`config.mk`:
```
export PLATFORM = sky130hd
export DESIGN_NAME = stable_priority_queue_unit
export DESIGN_NICKNAME = d
export VERILOG_FILES = /design/src/rtl/spq_pkg.sv /design/src/rtl/stable_priority_queue_unit.sv /design/src/rtl/spq_store.sv /design/src/rtl/spq_seq.sv
export VERILOG_INCLUDE_DIRS = /design/src /design/src/rtl
export SDC_FILE = /design/constraint.sdc
export NUM_CORES = 1
export LEC_CHECK = 0
export BUFFER_PORTS_ARGS = -buffer_cell sky130_fd_sc_hd__buf_2
export CAP_MARGIN = 20
export CELL_PAD_IN_SITES_DETAIL_PLACEMENT = 1
export CELL_PAD_IN_SITES_GLOBAL_PLACEMENT = 1
export CORE_ASPECT_RATIO = 0.75
export CORE_UTILIZATION = 54
export CTS_CLUSTER_DIAMETER = 100
export DETAILED_ROUTE_END_ITERATION = 12
export GPL_ROUTABILITY_DRIVEN = 1
export GPL_TIMING_DRIVEN = 0
export PLACE_DENSITY_LB_ADDON = 0.1
export SLEW_MARGIN = 20
export SYNTH_ARGS = -nofsm -noshare
export SYNTH_HDL_FRONTEND = slang
export SYNTH_SLANG_ARGS = --single-unit
```
`constraint.sdc`:
```
create_clock -name clk -period 5.54 [get_ports clk]
set_input_delay 1.108 -clock clk [delete_from_list [all_inputs] [get_ports clk]]
set_output_delay 1.108 -clock clk [all_outputs]
set_load 0.03 [all_outputs]
```
`src/rtl/stable_priority_queue_unit_defines.svh`:
```
// Assertion macros used by the stable priority queue sequencer (spq_seq).
`ifndef STABLE_PRIORITY_QUEUE_UNIT_DEFINES_SVH
`define STABLE_PRIORITY_QUEUE_UNIT_DEFINES_SVH

// Property checked on every rising clk edge, off while arst_n is low.
`define SPQ_ASSERT(lbl, prop, msg) \
	lbl: assert property (@(posedge clk) disable iff (!arst_n) (prop)) else $error(msg);

// Antecedent in one cycle implies consequent in the next.
`define SPQ_ASSERT_NEXT(lbl, ante, cons, msg) \
	`SPQ_ASSERT(lbl, (ante) |=> (cons), msg)

`endif

```
`src/rtl/spq_pkg.sv`:
```
// Package: types, codes and defaults of the stable priority queue.
package spq_pkg;

	localparam int CAPACITY_DEF       = 16;
	localparam int VALUE_WIDTH_DEF    = 32;
	localparam int PRIORITY_WIDTH_DEF = 8;

	typedef enum logic [1:0] {
		CMD_ENQ  = 2'd0,
		CMD_DEQ  = 2'd1,
		CMD_LIST = 2'd2
	} cmd_t;

	typedef enum logic [1:0] {
		ST_OK    = 2'd0,
		ST_EMPTY = 2'd1,
		ST_FULL  = 2'd2
	} status_t;

	typedef struct packed {
		status_t status;
		logic    last;
	} res_info_t;

	typedef enum logic [3:0] {
		S_IDLE,
		S_ENQ_RD,
		S_ENQ_CMP,
		S_ENQ_HEAD,
		S_DEQ_RD,
		S_DEQ_OUT,
		S_SHIFT_RD,
		S_SHIFT_WR,
		S_LIST_RD,
		S_LIST_OUT,
		S_RESP
	} state_t;

endpackage

```
`src/rtl/stable_priority_queue_unit.sv`:
```
// Top level: stream ports, sequencer, entry store and output register.
// Enqueue: tail first, each entry is read, then compared; a higher priority value moves it up
// one place, else the new entry is written behind it (at the head past entry 0). Dequeue:
// read, result, then every later entry read and moved down; list: read and result per entry.
// Output register frees the sequencer once a result is handed over; sink stalls add cycles.
// Reset (arst_n low) empties the queue; stored entries are not cleared.
module stable_priority_queue_unit #(
	parameter int CAPACITY       = spq_pkg::CAPACITY_DEF,
	parameter int VALUE_WIDTH    = spq_pkg::VALUE_WIDTH_DEF,
	parameter int PRIORITY_WIDTH = spq_pkg::PRIORITY_WIDTH_DEF
) (
	input  logic clk,
	input  logic arst_n,
	input  logic s_tvalid,
	output logic s_tready,
	// in_value, in_priority, zero padding
	input  logic [((VALUE_WIDTH + PRIORITY_WIDTH + 7) / 8) * 8 - 1:0] s_tdata,
	// cmd
	input  logic [1:0] s_tuser,
	output logic m_tvalid,
	input  logic m_tready,
	// out_value, out_priority, zero padding
	output logic [((VALUE_WIDTH + PRIORITY_WIDTH + 7) / 8) * 8 - 1:0] m_tdata,
	// status
	output logic [1:0] m_tuser,
	output logic m_tlast
);

	localparam int AW     = $clog2(CAPACITY);
	localparam int TDATAW = ((VALUE_WIDTH + PRIORITY_WIDTH + 7) / 8) * 8;

	logic signed [VALUE_WIDTH-1:0] in_value;
	logic [PRIORITY_WIDTH-1:0]     in_priority;

	logic                      res_valid, res_ready;
	spq_pkg::res_info_t        res_info;
	logic [VALUE_WIDTH-1:0]    res_value;
	logic [PRIORITY_WIDTH-1:0] res_priority;

	logic                      wr_en, rd_en;
	logic [AW-1:0]             wr_addr, rd_addr;
	logic [VALUE_WIDTH-1:0]    wr_value, rd_value;
	logic [PRIORITY_WIDTH-1:0] wr_priority, rd_priority;

	logic                      m_tvalid_q;
	spq_pkg::res_info_t        out_info_q;
	logic signed [VALUE_WIDTH-1:0] out_value_q;
	logic [PRIORITY_WIDTH-1:0] out_priority_q;

	assign in_value    = s_tdata[VALUE_WIDTH-1:0];
	assign in_priority = s_tdata[VALUE_WIDTH +: PRIORITY_WIDTH];

	spq_seq #(
		.CAPACITY       (CAPACITY),
		.VALUE_WIDTH    (VALUE_WIDTH),
		.PRIORITY_WIDTH (PRIORITY_WIDTH),
		.AW             (AW)
	) u_seq (
		.clk          (clk),
		.arst_n       (arst_n),
		.in_valid     (s_tvalid),
		.in_ready     (s_tready),
		.in_cmd       (s_tuser),
		.in_value     (in_value),
		.in_priority  (in_priority),
		.res_valid    (res_valid),
		.res_ready    (res_ready),
		.res_info     (res_info),
		.res_value    (res_value),
		.res_priority (res_priority),
		.wr_en        (wr_en),
		.wr_addr      (wr_addr),
		.wr_value     (wr_value),
		.wr_priority  (wr_priority),
		.rd_en        (rd_en),
		.rd_addr      (rd_addr),
		.rd_value     (rd_value),
		.rd_priority  (rd_priority)
	);

	spq_store #(
		.CAPACITY       (CAPACITY),
		.VALUE_WIDTH    (VALUE_WIDTH),
		.PRIORITY_WIDTH (PRIORITY_WIDTH),
		.AW             (AW)
	) u_store (
		.clk         (clk),
		.wr_en       (wr_en),
		.wr_addr     (wr_addr),
		.wr_value    (wr_value),
		.wr_priority (wr_priority),
		.rd_en       (rd_en),
		.rd_addr     (rd_addr),
		.rd_value    (rd_value),
		.rd_priority (rd_priority)
	);

	assign res_ready = !m_tvalid_q || m_tready;

	always_ff @(posedge clk or negedge arst_n) begin
		if (!arst_n) begin
			m_tvalid_q <= 1'b0;
		end else if (res_ready) begin
			m_tvalid_q <= res_valid;
		end
	end

	always_ff @(posedge clk) begin
		if (res_valid && res_ready) begin
			out_info_q     <= res_info;
			out_value_q    <= res_value;
			out_priority_q <= res_priority;
		end
	end

	assign m_tvalid = m_tvalid_q;
	assign m_tdata  = TDATAW'({out_priority_q, out_value_q});
	assign m_tuser  = out_info_q.status;
	assign m_tlast  = out_info_q.last;

endmodule

```
`src/rtl/spq_store.sv`:
```
// Entry storage: one write port, one registered read port.
module spq_store #(
	parameter int CAPACITY       = spq_pkg::CAPACITY_DEF,
	parameter int VALUE_WIDTH    = spq_pkg::VALUE_WIDTH_DEF,
	parameter int PRIORITY_WIDTH = spq_pkg::PRIORITY_WIDTH_DEF,
	parameter int AW             = $clog2(CAPACITY)
) (
	input  logic                      clk,
	input  logic                      wr_en,
	input  logic [AW-1:0]             wr_addr,
	input  logic [VALUE_WIDTH-1:0]    wr_value,
	input  logic [PRIORITY_WIDTH-1:0] wr_priority,
	input  logic                      rd_en,
	input  logic [AW-1:0]             rd_addr,
	output logic [VALUE_WIDTH-1:0]    rd_value,
	output logic [PRIORITY_WIDTH-1:0] rd_priority
);

	logic [VALUE_WIDTH-1:0]    value_mem    [CAPACITY];
	logic [PRIORITY_WIDTH-1:0] priority_mem [CAPACITY];
	logic [VALUE_WIDTH-1:0]    rd_value_q;
	logic [PRIORITY_WIDTH-1:0] rd_priority_q;

	always_ff @(posedge clk) begin
		if (wr_en) begin
			value_mem[wr_addr]    <= wr_value;
			priority_mem[wr_addr] <= wr_priority;
		end
		if (rd_en) begin
			rd_value_q    <= value_mem[rd_addr];
			rd_priority_q <= priority_mem[rd_addr];
		end
	end

	assign rd_value    = rd_value_q;
	assign rd_priority = rd_priority_q;

endmodule

```
`src/rtl/spq_seq.sv`:
```
// Sequencer: insertion scan, dequeue shift and list walk over the entry store.
`include "stable_priority_queue_unit_defines.svh"

module spq_seq #(
	parameter int CAPACITY       = spq_pkg::CAPACITY_DEF,
	parameter int VALUE_WIDTH    = spq_pkg::VALUE_WIDTH_DEF,
	parameter int PRIORITY_WIDTH = spq_pkg::PRIORITY_WIDTH_DEF,
	parameter int AW             = $clog2(CAPACITY)
) (
	input  logic                      clk,
	input  logic                      arst_n,
	input  logic                      in_valid,
	output logic                      in_ready,
	input  logic [1:0]                in_cmd,
	input  logic [VALUE_WIDTH-1:0]    in_value,
	input  logic [PRIORITY_WIDTH-1:0] in_priority,
	output logic                      res_valid,
	input  logic                      res_ready,
	output spq_pkg::res_info_t        res_info,
	output logic [VALUE_WIDTH-1:0]    res_value,
	output logic [PRIORITY_WIDTH-1:0] res_priority,
	output logic                      wr_en,
	output logic [AW-1:0]             wr_addr,
	output logic [VALUE_WIDTH-1:0]    wr_value,
	output logic [PRIORITY_WIDTH-1:0] wr_priority,
	output logic                      rd_en,
	output logic [AW-1:0]             rd_addr,
	input  logic [VALUE_WIDTH-1:0]    rd_value,
	input  logic [PRIORITY_WIDTH-1:0] rd_priority
);

	localparam int CW = $clog2(CAPACITY + 1);
	localparam logic [CW-1:0] CAP_CNT = CW'(CAPACITY);

	spq_pkg::state_t  state_q, state_d;
	spq_pkg::status_t status_q, status_d;
	logic [AW-1:0]    idx_q, idx_d;
	logic [CW-1:0]    count_q, count_d;
	logic             load_in;
	logic [VALUE_WIDTH-1:0]    val_q;
	logic [PRIORITY_WIDTH-1:0] pri_q;
	logic [CW-1:0]    count_m1;
	logic             idx_at_tail;
	logic             enq_on_full;
	logic             res_stall;

	assign count_m1    = count_q - CW'(1);
	assign idx_at_tail = (CW'(idx_q) == count_m1);
	assign enq_on_full = in_valid && in_ready && (in_cmd == spq_pkg::CMD_ENQ)
		&& (count_q == CAP_CNT);
	assign res_stall   = res_valid && !res_ready;

	always_ff @(posedge clk or negedge arst_n) begin
		if (!arst_n) begin
			state_q  <= spq_pkg::S_IDLE;
			status_q <= spq_pkg::ST_OK;
			idx_q    <= '0;
			count_q  <= '0;
		end else begin
			state_q  <= state_d;
			status_q <= status_d;
			idx_q    <= idx_d;
			count_q  <= count_d;
		end
	end

	always_ff @(posedge clk) begin
		if (load_in) begin
			val_q <= in_value;
			pri_q <= in_priority;
		end
	end

	always_comb begin
		state_d      = state_q;
		status_d     = status_q;
		idx_d        = idx_q;
		count_d      = count_q;
		load_in      = 1'b0;
		in_ready     = 1'b0;
		res_valid    = 1'b0;
		res_info     = '{status: spq_pkg::ST_OK, last: 1'b1};
		res_value    = '0;
		res_priority = '0;
		wr_en        = 1'b0;
		wr_addr      = idx_q;
		wr_value     = val_q;
		wr_priority  = pri_q;
		rd_en        = 1'b0;
		rd_addr      = idx_q;
		unique case (state_q)
			spq_pkg::S_IDLE: begin
				in_ready = 1'b1;
				if (in_valid) begin
					load_in = 1'b1;
					unique case (in_cmd)
						spq_pkg::CMD_ENQ: begin
							if (count_q == CAP_CNT) begin
								status_d = spq_pkg::ST_FULL;
								state_d  = spq_pkg::S_RESP;
							end else if (count_q == '0) begin
								state_d = spq_pkg::S_ENQ_HEAD;
							end else begin
								idx_d   = AW'(count_m1);
								state_d = spq_pkg::S_ENQ_RD;
							end
						end
						spq_pkg::CMD_DEQ: begin
							idx_d = '0;
							if (count_q == '0) begin
								status_d = spq_pkg::ST_EMPTY;
								state_d  = spq_pkg::S_RESP;
							end else begin
								state_d = spq_pkg::S_DEQ_RD;
							end
						end
						spq_pkg::CMD_LIST: begin
							idx_d = '0;
							if (count_q == '0) begin
								status_d = spq_pkg::ST_EMPTY;
								state_d  = spq_pkg::S_RESP;
							end else begin
								state_d = spq_pkg::S_LIST_RD;
							end
						end
						default: state_d = spq_pkg::S_IDLE;
					endcase
				end
			end
			spq_pkg::S_ENQ_RD: begin
				rd_en   = 1'b1;
				state_d = spq_pkg::S_ENQ_CMP;
			end
			spq_pkg::S_ENQ_CMP: begin
				wr_en   = 1'b1;
				wr_addr = idx_q + AW'(1);
				if (rd_priority > pri_q) begin
					wr_value    = rd_value;
					wr_priority = rd_priority;
					if (idx_q == '0) begin
						state_d = spq_pkg::S_ENQ_HEAD;
					end else begin
						idx_d   = idx_q - AW'(1);
						state_d = spq_pkg::S_ENQ_RD;
					end
				end else begin
					count_d  = count_q + CW'(1);
					status_d = spq_pkg::ST_OK;
					state_d  = spq_pkg::S_RESP;
				end
			end
			spq_pkg::S_ENQ_HEAD: begin
				wr_en    = 1'b1;
				wr_addr  = '0;
				count_d  = count_q + CW'(1);
				status_d = spq_pkg::ST_OK;
				state_d  = spq_pkg::S_RESP;
			end
			spq_pkg::S_DEQ_RD: begin
				rd_en   = 1'b1;
				state_d = spq_pkg::S_DEQ_OUT;
			end
			spq_pkg::S_DEQ_OUT: begin
				res_valid    = 1'b1;
				res_value    = rd_value;
				res_priority = rd_priority;
				if (res_ready) begin
					if (count_q == CW'(1)) begin
						count_d = count_m1;
						state_d = spq_pkg::S_IDLE;
					end else begin
						idx_d   = AW'(1);
						state_d = spq_pkg::S_SHIFT_RD;
					end
				end
			end
			spq_pkg::S_SHIFT_RD: begin
				rd_en   = 1'b1;
				state_d = spq_pkg::S_SHIFT_WR;
			end
			spq_pkg::S_SHIFT_WR: begin
				wr_en       = 1'b1;
				wr_addr     = idx_q - AW'(1);
				wr_value    = rd_value;
				wr_priority = rd_priority;
				if (idx_at_tail) begin
					count_d = count_m1;
					state_d = spq_pkg::S_IDLE;
				end else begin
					idx_d   = idx_q + AW'(1);
					state_d = spq_pkg::S_SHIFT_RD;
				end
			end
			spq_pkg::S_LIST_RD: begin
				rd_en   = 1'b1;
				state_d = spq_pkg::S_LIST_OUT;
			end
			spq_pkg::S_LIST_OUT: begin
				res_valid     = 1'b1;
				res_info.last = idx_at_tail;
				res_value     = rd_value;
				res_priority  = rd_priority;
				if (res_ready) begin
					if (idx_at_tail) begin
						state_d = spq_pkg::S_IDLE;
					end else begin
						idx_d   = idx_q + AW'(1);
						state_d = spq_pkg::S_LIST_RD;
					end
				end
			end
			spq_pkg::S_RESP: begin
				res_valid       = 1'b1;
				res_info.status = status_q;
				if (res_ready) begin
					state_d = spq_pkg::S_IDLE;
				end
			end
			default: state_d = spq_pkg::S_IDLE;
		endcase
	end

	`SPQ_ASSERT(a_count_bound, count_q <= CAP_CNT, "entry count above capacity")
	`SPQ_ASSERT(a_one_port_op, !(wr_en && rd_en), "store read and write in one cycle")
	`SPQ_ASSERT_NEXT(a_full_drop, enq_on_full, $stable(count_q), "full enqueue changed count")
	`SPQ_ASSERT_NEXT(a_res_hold, res_stall, res_valid && $stable(res_info), "result withdrawn")

endmodule
```
==> flow_summary.toml <==
[placement]
dp.cells = 2633
dp_hpwl_mm = 55.5
post_dp_cell_area_sq_um = 33700
io_buffers = 90
globalplace.congestion = 0.851

[timing]
layout_worst_path_cycle_share_pct = 87.9
report.final.slew_viol_count = 0
fmax_mhz = 205
rsz0062_at_grt = "no"
tns_ns = 0
hold_violations = 0
tightestPinTransition_ns = 1.03
min_period_ns = 4.87
relSlewSlack_pct = 31.3
finClkSkew_ns = 0.0255
finalSetupViolCount = 0

[final_layout]
stdcell_area_sq_um = 35900
final_cells = 2766
area_growth_pct = 15.5
antenna_cells = 0
utilization_pct = 63.7
drive_gt1_share_pct = 20.0
final_nets = 2003
nFillCells = 4851

[floorplanning]
fp.dieH_microns = 210
initial_core_util_pct = 55.2
io_pins = 91
die_area_sq_um = 58600
core-area_sq_um = 56400
fp.dieW_microns = 279
row_count = 75

[run_status]
status = "finished clean"

[detailed_routing]
wl_per_cell_microns = 30.4
totalWireLength_mm = 84.2
first_pass_iters = 6
first_iter_violations = 1992
vias = 17269
vias_per_cell = 6.24
ant_nets = 0
drc_errors = 0

[synthesis]
ys_ff_latch = 779
synth_area_leaders = "edfxtp_1 (74%), mux4_2 (5.9%), mux2i_1 (5.1%), mux2_1 (1.5%), dfrtp_1 (1.3%)"
ys_seq_area_share_pct = 75.0
synth_edf_count = 763
synthArstFlopShare_pct = 2.05
synthDistinctLibCells = 68
synth-main-ff-cell = "edfxtp_1"
netlist_instances = 1726
netlist.area_leader.share_pct = 73.7
synth_fp_nets = 1790
avgSynthCellArea_sq_um = 18.0
synth_area_sq_um = 31100
synth_top_cell_by_area = "edfxtp_1"
synth_warnings = 0

[clock_network]
ctsResizeCount = 0
cts_tree = "done"
clockRootBuffer = "clkbuf_16"
holdBufCountCts = 0
cts_max_level = 3
cts_buffer_depth = 3
clock_latency_ns = 0.63
cts_inserted_buffers = 74
clk_pin_slew_ns = 0.07
cts_sinks = 779
cts_setup_buffers = 0

[worst_setup_path]
worst_ep_arrival_time_ns = 5.24
crit_path_frequent_cell = "buf_16"
ff2ff_setup_slack_ns = 0.67
critPathLaunchType = "register"
slowest_delay_ns = 0.76
crit_chain = "buf_2 > buf_2 > buf_1 > inv_1 > ha_1 > mux2_2 > a22oi_1 > nor2_4 > buf_16 > buf_16 > buf_16"
worstPathRequired_ns = 5.91
crit_fanout = 13
worstSetupPathType = "register to register"
end_kind = "register"
critPathBufInv = 7
cpMaxStageDelayCell = "buf_1"
critPathTopFamily = "buffers and inverters"

[power]
power_w = 0.0186
leakage_nw = 11.8
peakVddDrop_mv = 0.286
p_per_area_nw_per_um2 = 517

[grt]
grt_pass1_wl_mm = 122
grt_start_max_net_pins = 22
grtUsageTotal_pct = 29.2
antenna_found_initial = 0
grt-ovfl-total = 0
grt_pass1_vias = 18415

[job]
drv_cap = 0

[worst_hold_path]
hp-class = "primary input to async pin"
-- cells by family (layout without fill, tap and decap cells) --
kind of cell	count (synthesis)	in the layout	share of synthesized area (%)
flip-flops	779	779	75.0
AND/OR/NAND/NOR	278	278	4.33
AO/OA/AOI/OAI	237	237	5.16
adder cells (fa/ha/maj)	18	18	0.724
buffers and inverters	116	386	1.74
XOR/XNOR	12	12	0.382
multiplexers	286	286	12.7
-- synthesized netlist by cell type, drive strengths merged (3+ instances only) --
library cell,n
edfxtp,763
mux2i,159
nand2,97
mux4,82
nor2,79
a21oi,61
o21ai,55
buf,51
mux2,45
and2,44
clkbuf,44
a221oi,42
a22oi,42
inv,21
ha,18
dfrtp,16
nand3,11
nand2b,9
nor2b,8
xnor2,8
nor3,7
o211ai,6
o22ai,5
a211oi,4
and3,4
nand4,4
a21o,3
a221o,3
a31oi,3
nand3b,3
xor2,3
-- report_power, final --
part           internal (W)  leakage, nW  switching (W)  total [W]
Sequential          0.00778         7.11       0.000262    0.00805
Combinational       0.00190         3.60        0.00383    0.00573
Clock               0.00265         1.08        0.00217    0.00482
Total                0.0123         11.8        0.00626     0.0186
-- cell usage in the layout, fill, tap and decap left out, types with 18 or more instances in the layout --
master,count
edfxtp_1,763
mux2i_1,159
buf_2,124
nand2_1,97
mux4_2,82
clkbuf_16,75
clkbuf_1,61
nor2_1,60
a21oi_1,59
and2_1,43
mux2_1,42
a221oi_1,42
a22oi_1,42
o21ai_1,39
buf_16,22
clkinv_1,21
inv_1,20
nor2_4,18
ha_1,18
-- flip-flops by register name, summed over array words and instances (netlist names), 2 cells and up --
name	flops
u_store.rd_value	32
u_seq.status_q	2
out_priority_q	8
m_tuser	2
u_seq.pri_q	8
u_seq.val_q	32
u_seq.rd_addr	4
out_value_q	32
u_seq.state_q	4
u_store.value_mem	512
u_store.rd_priority	8
u_seq.count_q	5
u_store.priority_mem	128
-- stage by stage --
step           setup WS, ns  hold WS, ns
2_1_floorplan          1.02        0.449
3_3_place_gp          -3.11        0.471
3_5_place_dp          0.615        0.485
4_1_cts               0.557        0.405
5_1_grt               0.542        0.423
6_report              0.672        0.417
-- cell type report --
class,count,area [sq um],share of cell area (%)
multi-input cells,831,7400,20.6
clock buffers,94,1960,5.45
repair buffers,137,1470,4.08
inverters,21,78.8,0.219
flip-flops and latches,779,23300,64.9
plain buffers,95,464,1.29
clock inverters,39,285,0.794
well taps,770,963,2.68
-- final timing paths --
| kind | depth (start not counted) | to | from |
|---|---|---|---|
| max | 11 | u_store.value_mem[12][7] | u_seq.rd_addr[1] |
| min | 1 | u_seq.rd_addr[2] | arst_n |
| max reg2reg | 11 | u_store.value_mem[12][7] | u_seq.rd_addr[1] |
| min reg2reg | 1 | u_seq.status_q[0] | u_seq.status_q[0] |
| max in group asynchronous | 1 | u_seq.state_q[3] | arst_n |
| min in group clk | 1 | u_seq.status_q[0] | u_seq.status_q[0] |
-- per-layer routing --
| layer | GRT usage [%] | part of all wire [%] | vias to the layer above |
|---|---|---|---|
| met3 | 5.40 | 6.8 | 147 |
| met1 | 41.1 | 43 | 9133 |
| li1 | - | - | 7293 |
| met5 | 0 | 0 | - |
| met4 | 8.98 | 2.9 | 0 |
| met2 | 46.9 | 48 | 696 |
Note: power is estimated with default switching activity, not from simulation.
